===== config.mk =====
export PLATFORM = sky130hd
export DESIGN_NAME = ticds_div
export DESIGN_NICKNAME = d
export VERILOG_FILES = /design/src/hw/rtl/ticds_pkg.sv /design/src/hw/rtl/ticds_div.sv
export VERILOG_INCLUDE_DIRS = /design/src /design/src/hw/rtl
export SDC_FILE = /design/constraint.sdc
export NUM_CORES = 1
export LEC_CHECK = 0
export BUFFER_PORTS_ARGS = -buffer_cell sky130_fd_sc_hd__buf_2
export CAP_MARGIN = 20
export CORE_MARGIN = 2
export CORE_UTILIZATION = 64
export CTS_BUF_LIST = sky130_fd_sc_hd__clkbuf_4 sky130_fd_sc_hd__clkbuf_8
export CTS_CLUSTER_DIAMETER = 40
export DETAILED_ROUTE_END_ITERATION = 10
export PLACE_DENSITY = 0.88
export SYNTH_ARGS = -nofsm -noshare
export SYNTH_HDL_FRONTEND = slang
export SYNTH_SLANG_ARGS = --single-unit

===== constraint.sdc =====
create_clock -name clk -period 7.8 [get_ports clk]
set_clock_uncertainty 0.15 [all_clocks]
set_input_delay 0.39 -clock clk [delete_from_list [all_inputs] [get_ports clk]]
set_output_delay 0.39 -clock clk [all_outputs]
set_load 0.1 [all_outputs]

===== src/hw/rtl/table_inverse_cdf_sampler_2d_macros.svh =====
// Assertion macros shared by the sampler RTL.
// Include by bare file name; bodies are empty when SYNTHESIS is defined.
`ifndef TABLE_INVERSE_CDF_SAMPLER_2D_MACROS_SVH
`define TABLE_INVERSE_CDF_SAMPLER_2D_MACROS_SVH
`ifndef SYNTHESIS
// Check a property on every rising clock edge outside reset.
`define TICDS_ASSERT(lbl, clk, rstn, prop) \
	lbl: assert property (@(posedge clk) disable iff (!rstn) prop) \
	else $error("ticds assertion failed");
// Check that a condition never holds outside reset.
`define TICDS_ASSERT_NEVER(lbl, clk, rstn, cond) \
	lbl: assert property (@(posedge clk) disable iff (!rstn) !(cond)) \
	else $error("ticds forbidden condition");
`else
`define TICDS_ASSERT(lbl, clk, rstn, prop)
`define TICDS_ASSERT_NEVER(lbl, clk, rstn, cond)
`endif
`endif


===== src/hw/rtl/ticds_pkg.sv =====
// Types and constants of the 2D inverse-CDF sampler.
// Used by the divider and the top-level module through scoped names; depends on nothing.
`default_nettype none
package ticds_pkg;
	localparam int ENERGY_POINTS = 256;
	localparam int ANGLE_POINTS  = 256;
	localparam int FRACTION_BITS = 16;
	localparam int IDX_W         = 8;
	localparam int CNT_W         = IDX_W + 1;
	localparam int COND_AW       = 2 * IDX_W;
	localparam int POS_W         = 24;
	localparam int DIV_CNT_W     = 5;

	localparam logic [31:0] RST_LOG_BASE = 32'hFDB28BCA;
	localparam logic [23:0] RST_LOG_STEP = 24'd454478;
	localparam logic [23:0] RST_COS_STEP = 24'd65793;
	localparam logic [31:0] RST_POS_THR  = 32'd2405181686;

	localparam logic [FRACTION_BITS:0] FRAC_ONE  = (FRACTION_BITS + 1)'(1) << FRACTION_BITS;
	localparam logic [FRACTION_BITS:0] FRAC_HALF = (FRACTION_BITS + 1)'(1) << (FRACTION_BITS - 1);
	localparam logic [16:0] COS_MAX = 17'd65536;

	typedef enum logic [1:0] {
		REQ_WR_MARG = 2'd0,
		REQ_WR_COND = 2'd1,
		REQ_SAMPLE  = 2'd2
	} req_t;

	typedef enum logic [1:0] {
		CFG_LOG_BASE = 2'd0,
		CFG_LOG_STEP = 2'd1,
		CFG_COS_STEP = 2'd2,
		CFG_POS_THR  = 2'd3
	} cfg_idx_t;

	typedef enum logic [3:0] {
		ST_IDLE,
		ST_PROBE,
		ST_CMP,
		ST_CLAMP,
		ST_RD_HI,
		ST_FRAC,
		ST_DIV,
		ST_MUL,
		ST_OUT
	} state_t;

	typedef struct packed {
		logic                     start;
		logic [31:0]              num;
		logic [31:0]              den;
	} div_req_t;

	typedef struct packed {
		logic                     busy;
		logic                     done;
		logic [FRACTION_BITS-1:0] quot;
	} div_rsp_t;
endpackage
`default_nettype wire


===== src/hw/rtl/ticds_div.sv =====
// Serial restoring divider for interpolation fractions, one quotient bit a cycle.
// Depends on ticds_pkg; computes (num << FRACTION_BITS) / den for num < den.
`default_nettype none
`include "table_inverse_cdf_sampler_2d_macros.svh"
module ticds_div (
	input  wire logic                clk,
	input  wire logic                arst_n,
	input  wire ticds_pkg::div_req_t req,
	output ticds_pkg::div_rsp_t      rsp
);
	logic [31:0]                          rem_q;
	logic [31:0]                          den_q;
	logic [ticds_pkg::FRACTION_BITS-1:0]  quot_q;
	logic [ticds_pkg::DIV_CNT_W-1:0]      cnt_q;
	logic                                 busy_q;
	logic                                 done_q;
	logic [32:0]                          trial;
	logic                                 fits;

	// Shift remainder and test against divisor
	always_comb begin
		trial = {rem_q, 1'b0};
		fits  = trial >= {1'b0, den_q};
	end

	// Control
	always_ff @(posedge clk or negedge arst_n) begin
		if (!arst_n) begin
			busy_q <= 1'b0;
			done_q <= 1'b0;
			cnt_q  <= '0;
		end else begin
			done_q <= 1'b0;
			if (req.start) begin
				busy_q <= 1'b1;
				cnt_q  <= ticds_pkg::DIV_CNT_W'(ticds_pkg::FRACTION_BITS - 1);
			end else if (busy_q) begin
				cnt_q <= cnt_q - 1'b1;
				if (cnt_q == '0) begin
					busy_q <= 1'b0;
					done_q <= 1'b1;
				end
			end
		end
	end

	// Datapath
	always_ff @(posedge clk) begin
		if (req.start) begin
			rem_q  <= req.num;
			den_q  <= req.den;
			quot_q <= '0;
		end else if (busy_q) begin
			rem_q  <= fits ? 32'(trial - {1'b0, den_q}) : trial[31:0];
			quot_q <= {quot_q[ticds_pkg::FRACTION_BITS-2:0], fits};
		end
	end

	assign rsp.busy = busy_q;
	assign rsp.done = done_q;
	assign rsp.quot = quot_q;

	`TICDS_ASSERT(a_start_idle, clk, arst_n, req.start |-> !busy_q)
	`TICDS_ASSERT(a_done_after_busy, clk, arst_n, done_q |-> $past(busy_q))
	`TICDS_ASSERT_NEVER(a_done_busy, clk, arst_n, done_q && busy_q)
endmodule
`default_nettype wire


==> impl_metrics.prom, run 1 <==
# TYPE chip_impl_metric gauge
chip_impl_metric{name="finalCoreUtilization",unit=""} 0.725
chip_impl_metric{name="post_synth_inst_count",unit=""} 582
chip_impl_metric{name="final_area",unit="mm^2"} 0.00623
chip_impl_metric{name="die_w",unit="um"} 97.5
chip_impl_metric{name="core_area",unit="mm^2"} 0.00859
chip_impl_info{name="cp-start-kind",value="flip-flop"} 1
chip_impl_metric{name="synth.distinct_cells",unit=""} 70
chip_impl_metric{name="syn_area",unit="mm^2"} 0.00560
chip_impl_metric{name="setup_viol_count_final",unit=""} 0
chip_impl_metric{name="placement.setup.worst_slack",unit="ns"} 4.34
chip_impl_info{name="path_class",value="reg -> reg"} 1
chip_impl_metric{name="synthToLayoutAreaGrowth",unit="%"} 11.3
chip_impl_metric{name="fp.dieArea",unit="mm^2"} 0.00951
chip_impl_metric{name="fin_crit",unit="ns"} 3.58
chip_impl_metric{name="antenna_left",unit=""} 0
chip_impl_metric{name="track_usage",unit=""} 0.283
chip_impl_info{name="main_combinational_cell_family_by_area_after_synthesis",value="compound AO/OA/AOI/OAI gates"} 1
chip_impl_metric{name="drt-total-wl",unit="mm"} 13.4
chip_impl_metric{name="grt_antenna_before_repair",unit=""} 0
chip_impl_info{name="cts-root-buf",value="sky130_fd_sc_hd__clkbuf_8"} 1
chip_impl_metric{name="regToRegSetupSlack",unit="ns"} 4.22
chip_impl_metric{name="met1_wire_length",unit="mm"} 5.59
chip_impl_metric{name="report.final.slew_viol_count",unit=""} 0
chip_impl_metric{name="first_iter_violations",unit=""} 260
chip_impl_metric{name="vias_per_cell",unit=""} 6.13
chip_impl_metric{name="met2RoutedLength",unit="mm"} 6.46
chip_impl_metric{name="max_slew_headroom_at_the_worst_pin",unit=""} 0.419
chip_impl_metric{name="worst-path-max-fanout",unit=""} 20
chip_impl_info{name="tritoncts",value="yes"} 1
chip_impl_metric{name="yosys-mux-area-fraction",unit=""} 0.0574
chip_impl_metric{name="synth_seq_area_share",unit=""} 0.432
chip_impl_metric{name="post_synth_and_or_nand_nor_area_fraction",unit=""} 0.152
chip_impl_info{name="synth_most_common_cell",value="sky130_fd_sc_hd__edfxtp_1"} 1
chip_impl_metric{name="detailroute.wirelength.met3",unit="um"} 917
chip_impl_metric{name="initial_utilization",unit=""} 0.652
chip_impl_metric{name="i_o_pins",unit=""} 85
chip_impl_metric{name="fmax",unit="MHz"} 279
chip_impl_metric{name="via_count",unit=""} 4673
chip_impl_metric{name="cell_count_post_placement",unit=""} 744
chip_impl_metric{name="layout_cells_sized_above_1",unit=""} 0.188
chip_impl_metric{name="dr.pass1.iters",unit=""} 5
chip_impl_metric{name="fin_crit_sh",unit=""} 0.459
chip_impl_metric{name="synthesis.area_per_instance",unit="um^2"} 9.62
chip_impl_metric{name="post-layout-total-power",unit="mW"} 2.41
chip_impl_info{name="synth_ff_type",value="sky130_fd_sc_hd__edfxtp_1"} 1
chip_impl_metric{name="tritoncts_num_sinks",unit=""} 87
chip_impl_metric{name="globalplace.congestion",unit=""} 0.947
chip_impl_metric{name="routedWlPerCell",unit="um"} 17.5
chip_impl_metric{name="dpl.hpwl",unit="mm"} 9.33
chip_impl_info{name="synth.area.top_cells",value="sky130_fd_sc_hd__edfxtp_1, sky130_fd_sc_hd__ha_1, sky130_fd_sc_hd__dfxtp_1"} 1
chip_impl_metric{name="synth_xor_xnor_area_share",unit=""} 0.0375
chip_impl_metric{name="worst_skew_pair.late_latency",unit="ns"} 0.38
chip_impl_metric{name="number_of_global_route_vias_before_repair",unit=""} 4516
chip_impl_metric{name="whs",unit="ns"} 0.0239
chip_impl_metric{name="p_leak",unit="nW"} 2.91
chip_impl_metric{name="synthAdderAreaFrac",unit=""} 0.0796
chip_impl_info{name="cp-end-kind",value="flip-flop"} 1
chip_impl_info{name="rsz0062_at_grt",value="no"} 1
chip_impl_metric{name="worst_ep_arrival_time",unit="ns"} 3.56
chip_impl_metric{name="final_cell_count_no_fill",unit=""} 762
chip_impl_metric{name="finish.net_count",unit=""} 751
chip_impl_info{name="run_status",value="completed"} 1
chip_impl_metric{name="cts_max_level",unit=""} 3
chip_impl_info{name="synth_commonest_cells",value="sky130_fd_sc_hd__edfxtp_1, sky130_fd_sc_hd__nand2_1, sky130_fd_sc_hd__nor2_1, sky130_fd_sc_hd__inv_1"} 1
chip_impl_metric{name="finalHoldViolCount",unit=""} 0
chip_impl_metric{name="final.setup.worst_slack",unit="ns"} 4.22
chip_impl_info{name="dr.max_layer_used",value="met4"} 1
chip_impl_metric{name="synth-compound-area-share",unit=""} 0.181
chip_impl_metric{name="placement_rows",unit=""} 34
chip_impl_metric{name="number_of_enable_flip_flop_cells_after_synthesis",unit=""} 64
chip_impl_metric{name="finalSetupTns",unit="ns"} 0
chip_impl_metric{name="gr-total-overflow",unit=""} 0
chip_impl_metric{name="cts_inserted_buffers",unit=""} 9
chip_impl_metric{name="worst_slew_pin_slew",unit="ns"} 0.872
chip_impl_metric{name="vdd.ir_drop.worst",unit="V"} 0.000202
chip_impl_metric{name="port_buffers",unit=""} 84
chip_impl_metric{name="diodes",unit=""} 0
chip_impl_metric{name="ys_async_sr_fraction",unit=""} 0.0805
chip_impl_metric{name="crit_required",unit="ns"} 7.78
chip_impl_metric{name="cellPowerDensity",unit="mW/mm^2"} 387
chip_impl_metric{name="nFillCells",unit=""} 640
chip_impl_metric{name="die_height",unit="um"} 97.5
chip_impl_info{name="synth_top_cell_by_area",value="sky130_fd_sc_hd__edfxtp_1"} 1
chip_impl_metric{name="synth-seq-cells",unit=""} 87
chip_impl_metric{name="post_route_drc_violation_count",unit=""} 0
chip_impl_metric{name="yosysWarnings",unit=""} 0
chip_impl_metric{name="dpl-instance-area",unit="mm^2"} 0.00599
chip_impl_metric{name="synth_top_area_share",unit=""} 0.343
chip_impl_metric{name="grt_pass1_wl",unit="mm"} 21.7
chip_impl_metric{name="mappedNetlistNets",unit=""} 684
chip_impl_metric{name="largest_net_degree_at_the_start_of_global_routing",unit=""} 78
chip_impl_info{name="min-delay-path-class",value="in -> reg"} 1
chip_impl_metric{name="cts.reportedPaths.clkPinSlew",unit="ns"} 0.11
chip_impl_metric{name="cts-resized-gates",unit=""} 0
chip_impl_metric{name="max-cap-violations",unit=""} 0
chip_impl_metric{name="clock_path_buffers",unit=""} 2
area by class of cell:
class / instances / area [um^2] / area share
sequential: 87 / 2420 / 0.388
inverter: 43 / 161 / 0.0259
clock buffer: 9 / 124 / 0.0199
timing repair buffer: 87 / 468 / 0.0751
tap: 108 / 135 / 0.0217
clock inverter: 7 / 83.8 / 0.0134
multi-input combinational: 421 / 2840 / 0.456
power by group:
part           switching (mW)  internal (mW)  leakage, nW
clock network           0.200          0.130        0.105
logic                   0.858          0.527         1.94
registers              0.0630          0.635        0.862
cells by family (layout without fill, tap and decap cells):
logic type	Yosys count	after routing
DFF	87	87
buffers and inverters	74	146
muxes	32	32
adders and majority gates	35	35
xor gates and xnor gates	24	24
AOI/OAI and AO/OA	149	149
and+or+nand+nor	181	181
per-layer routing:
metal / GRT usage / vias to the layer above
li1: - / 2237
met3: 0.0568 / 40
met2: 0.482 / 218
met4: 0.104 / 0
met1: 0.359 / 2178
met5: 0 / -
cells in the final DEF (no fill, tap or decap), drive strengths merged, types with 3 or more instances in the layout:
| master | instances |
|---|---|
| a211oi | 6 |
| a21o | 15 |
| a21oi | 34 |
| a2bb2oi | 4 |
| a31oi | 8 |
| and3 | 3 |
| buf | 86 |
| clkbuf | 9 |
| clkinv | 3 |
| dfrtp | 7 |
| dfxtp | 16 |
| edfxtp | 64 |
| ha | 34 |
| inv | 47 |
| mux2i | 31 |
| nand2 | 64 |
| nand3 | 12 |
| nand4 | 10 |
| nor2 | 52 |
| nor2b | 3 |
| nor3 | 12 |
| nor4 | 3 |
| nor4b | 4 |
| o211ai | 8 |
| o21a | 4 |
| o21ai | 49 |
| o21bai | 4 |
| or2 | 3 |
| or3 | 4 |
| xnor2 | 12 |
| xor2 | 12 |
state kept, by name, summed over array words and instances, names as in the netlist:
signal  flops
rem_q      32
den_q      32
cnt_q       5
done_q      1
busy_q      1
quot_q     16
critical path, cell delays in order, from the launching register on:
cell and delay [ns]:
sky130_fd_sc_hd__edfxtp_1 0.43, sky130_fd_sc_hd__ha_1 0.43, sky130_fd_sc_hd__nand4_1 0.24, sky130_fd_sc_hd__nor4_1 0.41, sky130_fd_sc_hd__nand4_1 0.13, sky130_fd_sc_hd__and4b_1 0.22, sky130_fd_sc_hd__o211ai_4 0.12, sky130_fd_sc_hd__nand2_1 0.53
sky130_fd_sc_hd__and3_1 0.42, sky130_fd_sc_hd__a221o_1 0.26
path summary, 6_finish.rpt:
check,startpoint,endpoint,cells past startpoint
worst max-delay path,rem_q[6]$_DFFE_PP_,rem_q[16]$_DFFE_PP_,9
worst min-delay path,req[10],den_q[10]$_DFFE_PP_,1
worst max register to register,rem_q[6]$_DFFE_PP_,rem_q[16]$_DFFE_PP_,9
worst min register to register,quot_q[15]$_SDFFE_PP0P_,quot_q[15]$_SDFFE_PP0P_,2
max in group asynchronous,arst_n,busy_q$_DFF_PN0_,2
min in group asynchronous,arst_n,cnt_q[0]$_DFFE_PN0P_,2
what timing repair did:
item,in CTS,in global routing
hold buffers,1,0
hold endpoints to repair,7,0
setup buffers,0,0
Power figures use the tool's default switching activity.
==> run 2: changes to the inputs <==
Settings changed: CORE_UTILIZATION 64 to 54, PLACE_DENSITY 0.88 to 0.79.
Clock period 7.8 ns to 3 ns, I/O delays scaled along.
==> impl_metrics.prom, run 2 (synthesized netlist as in run 1, its figures left out) <==
# TYPE chip_impl_metric gauge
chip_impl_metric{name="track_usage",unit=""} 0.265
chip_impl_metric{name="dpl-instance-area",unit="mm^2"} 0.00642
chip_impl_metric{name="finalCoreUtilization",unit=""} 0.740
chip_impl_info{name="tritoncts",value="yes"} 1
chip_impl_metric{name="cts_max_level",unit=""} 3
chip_impl_metric{name="whs",unit="ns"} 0.0199
chip_impl_metric{name="core_area",unit="mm^2"} 0.0102
chip_impl_metric{name="worst_slew_pin_slew",unit="ns"} 0.812
chip_impl_metric{name="vdd.ir_drop.worst",unit="V"} 0.000506
chip_impl_metric{name="tritoncts_num_sinks",unit=""} 87
chip_impl_metric{name="initial_utilization",unit=""} 0.550
chip_impl_info{name="layout_commonest_cell",value="sky130_fd_sc_hd__buf_2"} 1
chip_impl_metric{name="diodes",unit=""} 0
chip_impl_info{name="cp_cell_sequence",value="ha_2 > nand2_1 > o21bai_4 > a311oi_4 > o21ai_4 > o211ai_4 > and2_4 > buf_12 > mux2i_2 > o21ai_1"} 1
chip_impl_info{name="min-delay-path-class",value="in -> reg"} 1
chip_impl_metric{name="grt_pass1_wl",unit="mm"} 23.4
chip_impl_metric{name="largest_net_degree_at_the_start_of_global_routing",unit=""} 81
chip_impl_metric{name="die_w",unit="um"} 106
chip_impl_info{name="cp-end-kind",value="flip-flop"} 1
chip_impl_metric{name="crit_required",unit="ns"} 2.99
chip_impl_metric{name="fin_crit",unit="ns"} 2.99
chip_impl_metric{name="dr.pass1.iters",unit=""} 7
chip_impl_metric{name="finalHoldViolCount",unit=""} 0
chip_impl_metric{name="fmax",unit="MHz"} 334
chip_impl_info{name="cp-start-kind",value="flip-flop"} 1
chip_impl_info{name="path_class",value="reg -> reg"} 1
chip_impl_metric{name="i_o_pins",unit=""} 85
chip_impl_metric{name="report.final.slew_viol_count",unit=""} 0
chip_impl_metric{name="number_of_global_route_vias_before_repair",unit=""} 5017
chip_impl_metric{name="first_iter_violations",unit=""} 314
chip_impl_metric{name="worst-path-max-fanout",unit=""} 6
chip_impl_metric{name="max_slew_headroom_at_the_worst_pin",unit=""} 0.459
chip_impl_metric{name="layout_cells_sized_above_1",unit=""} 0.276
chip_impl_metric{name="cpPeakStageDelay",unit="ns"} 0.41
chip_impl_metric{name="dpl.hpwl",unit="mm"} 9.96
chip_impl_metric{name="cellPowerDensity",unit="mW/mm^2"} 982
chip_impl_metric{name="fp.dieArea",unit="mm^2"} 0.0112
chip_impl_metric{name="max-cap-violations",unit=""} 0
chip_impl_metric{name="placement_rows",unit=""} 37
chip_impl_metric{name="vias_per_cell",unit=""} 5.61
chip_impl_metric{name="synthToLayoutAreaGrowth",unit="%"} 34.7
chip_impl_info{name="layout.cells.most_common_list",value="sky130_fd_sc_hd__buf_2, sky130_fd_sc_hd__edfxtp_1, sky130_fd_sc_hd__dlygate4sd3_1"} 1
chip_impl_metric{name="setup_viol_count_final",unit=""} 0
chip_impl_info{name="run_status",value="completed"} 1
chip_impl_info{name="rsz0062_at_grt",value="yes"} 1
chip_impl_metric{name="p_leak",unit="nW"} 3.45
chip_impl_metric{name="final_area",unit="mm^2"} 0.00754
chip_impl_metric{name="cts.reportedPaths.clkPinSlew",unit="ns"} 0.09
chip_impl_metric{name="routedWlPerCell",unit="um"} 16.4
chip_impl_metric{name="grt_antenna_before_repair",unit=""} 0
chip_impl_info{name="largestRegisters",value="den_q x32, rem_q x32, quot_q x16"} 1
chip_impl_metric{name="globalplace.congestion",unit=""} 0.975
chip_impl_metric{name="fin_crit_sh",unit=""} 0.998
chip_impl_metric{name="die_height",unit="um"} 106
chip_impl_info{name="cts-root-buf",value="sky130_fd_sc_hd__clkbuf_8"} 1
chip_impl_metric{name="post-layout-total-power",unit="mW"} 7.40
chip_impl_metric{name="drt-total-wl",unit="mm"} 14.9
chip_impl_metric{name="port_buffers",unit=""} 84
chip_impl_metric{name="clock_path_buffers",unit=""} 2
chip_impl_metric{name="final_cell_count_no_fill",unit=""} 908
chip_impl_metric{name="finish.net_count",unit=""} 869
chip_impl_metric{name="cell_count_post_placement",unit=""} 820
chip_impl_metric{name="post_route_drc_violation_count",unit=""} 0
chip_impl_metric{name="cts_inserted_buffers",unit=""} 9
chip_impl_metric{name="worst_ep_arrival_time",unit="ns"} 2.98
chip_impl_metric{name="worst_skew_pair.late_latency",unit="ns"} 0.40
chip_impl_metric{name="antenna_left",unit=""} 0
chip_impl_info{name="critical-path-slowest-cell",value="sky130_fd_sc_hd__edfxtp_1"} 1
chip_impl_metric{name="gr-total-overflow",unit=""} 0
chip_impl_metric{name="worst-path-buf-inv",unit=""} 1
chip_impl_metric{name="via_count",unit=""} 5097
chip_impl_info{name="critPathTopFamily",value="compound AO/OA/AOI/OAI gates"} 1
==> run 2: cell count changes in the layout (fill, tap and decap cells not counted), sizes merged <==
| cell | change |
|---|---|
| and2 | +1 |
| inv | +2 |
| buf | +55 |
| clkinv | -2 |
| dlygate4sd3 | +62 |
==> run 2: area by class of cell <==
type | count | area (um^2)
repair buffers | 204 | 1520
inverters | 43 | 161
flip-flops and latches | 87 | 2420
well taps | 136 | 170
clock buffers | 9 | 124
clock inverters | 7 | 60.1
multi-input cells | 422 | 3080
fillers | 730 | 2650
==> run 2: power by group <==
part / switching (mW) / leakage, nW / internal, mW
Clock: 0.494 / 0.0988 / 0.320
Combinational: 2.58 / 2.49 / 2.18
Sequential: 0.174 / 0.862 / 1.65
==> run 2: final timing paths <==
kind	start	endpoint	slack (ns)	cells past startpoint
hold reg to reg	quot_q[15]$_SDFFE_PP0P_	quot_q[15]$_SDFFE_PP0P_	0.37	2
setup reg to reg	rem_q[2]$_DFFE_PP_	rem_q[11]$_DFFE_PP_	0.005	10
max in group asynchronous	arst_n	cnt_q[2]$_DFFE_PN0P_	1.89	3
hold / removal	req[60]	rem_q[28]$_DFFE_PP_	0.02	3
min in group asynchronous	arst_n	cnt_q[3]$_DFFE_PN0P_	0.55	3
setup / recovery	rem_q[2]$_DFFE_PP_	rem_q[11]$_DFFE_PP_	0.005	10
==> run 2: through the flow <==
step	setup TNS, ns	setup WS (ns)
2_1_floorplan	0	0.193
5_1_grt	-0.680	-0.0767
6_report	0	0.00503
4_1_cts	-0.00597	-0.00496
3_5_place_dp	-0.321	-0.0592
3_3_place_gp	-0.00123	-0.00123
==> run 2: layer usage <==
layer / track usage / vias up / routed length, um
met1: 0.331 / 2420 / 6120
met3: 0.0581 / 37 / 889
li1: - / 2471 / -
met5: 0 / - / 0
met2: 0.451 / 169 / 7470
met4: 0.101 / 0 / 455
==> run 2: timing repair <==
item | in CTS | in global routing
setup buffers | 4 | 4
pin swaps | 2 | 12
cloned | 0 | 1
hold buffers | 63 | 0
endpoints found under the hold margin | 68 | 0
resized for setup | 5 | 43
endpoints found under the setup margin | 16 | 30
==> run 2: worst min-delay path: cells and delay by family <==
family,cells,cell delay [ns]
simple gates,2,0.15
buf+inv,1,0.10
==> run 3: changes to the inputs <==
Settings changed: GPL_TIMING_DRIVEN from default to 0, SLEW_MARGIN from default to 30.
==> impl_metrics.prom, run 3 (synthesized netlist as in run 1, its figures left out) <==
# TYPE chip_impl_metric gauge
chip_impl_info{name="run_status",value="complete, but fails checks"} 1
chip_impl_info{name="violations_in_the_final_reports",value="negative setup slack"} 1
chip_impl_metric{name="fin_crit_sh",unit=""} 1.04
chip_impl_info{name="worst_hold_path.endpoint",value="rem_q[21]$_DFFE_PP_"} 1
chip_impl_info{name="largestRegisters",value="den_q x32, rem_q x32, quot_q x16"} 1
chip_impl_metric{name="cts.reportedPaths.clkPinSlew",unit="ns"} 0.11
chip_impl_metric{name="cts_max_level",unit=""} 3
chip_impl_info{name="cts-root-buf",value="sky130_fd_sc_hd__clkbuf_8"} 1
chip_impl_metric{name="fmax",unit="MHz"} 320
chip_impl_info{name="hold_path_startpoint",value="req[53]"} 1
chip_impl_metric{name="diodes",unit=""} 0
chip_impl_metric{name="gr-total-overflow",unit=""} 0
chip_impl_metric{name="max-cap-violations",unit=""} 0
chip_impl_metric{name="dpl.hpwl",unit="mm"} 10.3
chip_impl_metric{name="finish.net_count",unit=""} 856
chip_impl_metric{name="first_iter_violations",unit=""} 336
chip_impl_metric{name="crit_required",unit="ns"} 2.99
chip_impl_metric{name="regToRegSetupSlack",unit="ns"} -0.13
chip_impl_metric{name="setup_viol_count_final",unit=""} 26
chip_impl_info{name="path_class",value="reg -> reg"} 1
chip_impl_metric{name="worst_slew_pin_slew",unit="ns"} 0.828
chip_impl_metric{name="drt-total-wl",unit="mm"} 16.1
chip_impl_metric{name="report.final.slew_viol_count",unit=""} 0
chip_impl_info{name="layout.cells.most_common_list",value="sky130_fd_sc_hd__buf_2, sky130_fd_sc_hd__edfxtp_1, sky130_fd_sc_hd__nand2_1"} 1
chip_impl_metric{name="dr.pass1.iters",unit=""} 7
chip_impl_info{name="cp-end-kind",value="flip-flop"} 1
chip_impl_metric{name="p_leak",unit="nW"} 3.36
chip_impl_metric{name="max_slew_headroom_at_the_worst_pin",unit=""} 0.448
chip_impl_info{name="cp-start-kind",value="flip-flop"} 1
chip_impl_metric{name="vdd.ir_drop.worst",unit="V"} 0.000494
chip_impl_metric{name="initial_utilization",unit=""} 0.550
chip_impl_metric{name="worst_skew_pair.late_latency",unit="ns"} 0.39
chip_impl_metric{name="fp.dieArea",unit="mm^2"} 0.0112
chip_impl_metric{name="cts_inserted_buffers",unit=""} 9
chip_impl_metric{name="globalplace.congestion",unit=""} 0.945
chip_impl_info{name="rsz0062_at_grt",value="yes"} 1
chip_impl_metric{name="largest_net_degree_at_the_start_of_global_routing",unit=""} 34
chip_impl_metric{name="port_buffers",unit=""} 84
chip_impl_metric{name="die_height",unit="um"} 106
chip_impl_metric{name="r2r.worst_path.cells",unit=""} 11
chip_impl_metric{name="track_usage",unit=""} 0.288
chip_impl_metric{name="post_route_drc_violation_count",unit=""} 0
chip_impl_metric{name="final.setup.worst_slack",unit="ns"} -0.130
chip_impl_metric{name="cellPowerDensity",unit="mW/mm^2"} 985
chip_impl_metric{name="min_delay_path_depth",unit=""} 3
chip_impl_metric{name="i_o_pins",unit=""} 85
chip_impl_metric{name="dpl-instance-area",unit="mm^2"} 0.00619
chip_impl_metric{name="worst-path-max-fanout",unit=""} 7
chip_impl_info{name="min-delay-path-class",value="in -> reg"} 1
chip_impl_metric{name="core_area",unit="mm^2"} 0.0102
chip_impl_metric{name="synthToLayoutAreaGrowth",unit="%"} 33.3
chip_impl_metric{name="vias_per_cell",unit=""} 5.88
chip_impl_metric{name="fin_crit",unit="ns"} 3.13
chip_impl_metric{name="routedWlPerCell",unit="um"} 18.0
chip_impl_info{name="layout_commonest_cell",value="sky130_fd_sc_hd__buf_2"} 1
chip_impl_metric{name="die_w",unit="um"} 106
chip_impl_metric{name="final_area",unit="mm^2"} 0.00746
chip_impl_metric{name="worst_ep_arrival_time",unit="ns"} 3.12
chip_impl_metric{name="grt_pass1_wl",unit="mm"} 25.2
chip_impl_metric{name="placement_rows",unit=""} 37
chip_impl_metric{name="antenna_left",unit=""} 0
chip_impl_metric{name="layout_cells_sized_above_1",unit=""} 0.254
chip_impl_metric{name="tritoncts_num_sinks",unit=""} 87
chip_impl_metric{name="post-layout-total-power",unit="mW"} 7.35
chip_impl_metric{name="grt_antenna_before_repair",unit=""} 0
chip_impl_metric{name="finalHoldViolCount",unit=""} 0
chip_impl_metric{name="clock_path_buffers",unit=""} 2
chip_impl_metric{name="via_count",unit=""} 5266
chip_impl_info{name="crit-reg2reg-capture",value="rem_q[1]$_DFFE_PP_"} 1
chip_impl_info{name="tritoncts",value="yes"} 1
chip_impl_info{name="timing.rr.start",value="rem_q[9]$_DFFE_PP_"} 1
chip_impl_metric{name="number_of_global_route_vias_before_repair",unit=""} 5299
## run 3: changes by cell type in the layout (fill, tap and decap cells not counted), sizes merged
cell / before / now
dlygate4sd3: 63 / 62
and2: 3 / 2
clkinv: 1 / 2
clkbuf: 9 / 17
buf: 141 / 122
inv: 49 / 48
## run 3: area by class of cell
class / instances / area [um^2]
multi-input combinational: 421 / 3150
sequential: 87 / 2420
tap: 136 / 170
fill: 712 / 2720
clock buffer: 9 / 124
inverter: 43 / 161
clock inverter: 7 / 73.8
buffer: 28 / 170
timing repair buffer: 164 / 1200
## run 3: worst max-delay path by stage
| stage | from | end | slack [ns] | cells after the start |
|---|---|---|---|---|
| floorplan | rem_q[25]$_DFFE_PP_ | rem_q[31]$_DFFE_PP_ | 0.19 | 11 |
| CTS | rem_q[0]$_DFFE_PP_ | rem_q[16]$_DFFE_PP_ | 0.004 | 11 |
| detailed placement | rem_q[20]$_DFFE_PP_ | rem_q[8]$_DFFE_PP_ | -0.33 | 12 |
| finish | rem_q[9]$_DFFE_PP_ | rem_q[1]$_DFFE_PP_ | -0.13 | 11 |
| global route | rem_q[9]$_DFFE_PP_ | rem_q[1]$_DFFE_PP_ | -0.22 | 11 |
| global placement | rem_q[21]$_DFFE_PP_ | rem_q[23]$_DFFE_PP_ | -0.29 | 12 |
## run 3: repair_timing
item,CTS,global route
resized for setup,34,29
cloned,1,0
hold buffers,62,0
endpoints found under the setup margin,33,32
setup buffers,13,4
endpoints found under the hold margin,67,0
pin swaps,11,8
## run 3: metrics by stage
stage               worst slack (ns)  hold slack [ns]   util  instances  TNS [ns]
global route                  -0.221           0.0276  0.733        895     -4.87
detailed placement            -0.329           -0.158  0.608        802     -9.39
finish                        -0.130           0.0326  0.733        895     -1.89
floorplan                      0.193           -0.296      -        582         0
global placement              -0.288           -0.162  0.608        802     -6.29
CTS                          0.00437           0.0258  0.717        891         0
## run 3: power by group
group,switching (mW),internal [mW]
logic,2.64,2.01
clock network,0.519,0.331
registers,0.205,1.65
total,3.36,3.99
## run 3: metal layers
metal	track usage	part of all wire	wire length [um]	up-vias
met5	0	0	0	-
met4	0.111	0.032	517	0
met3	0.0365	0.067	1080	48
met2	0.506	0.49	7900	240
met1	0.360	0.41	6640	2528
li1	-	-	-	2450
## run 3: worst max-delay path: stages, from the launching register on
cell,delay (ns)
sky130_fd_sc_hd__edfxtp_1,0.47
sky130_fd_sc_hd__ha_1,0.33
sky130_fd_sc_hd__buf_2,0.18
sky130_fd_sc_hd__nand2_1,0.09
sky130_fd_sc_hd__a32oi_1,0.28
sky130_fd_sc_hd__and3_1,0.25
sky130_fd_sc_hd__o21ai_4,0.10
sky130_fd_sc_hd__o211ai_4,0.26
sky130_fd_sc_hd__and2_4,0.29
sky130_fd_sc_hd__buf_6,0.17
sky130_fd_sc_hd__a21oi_1,0.08
sky130_fd_sc_hd__mux2_4,0.26
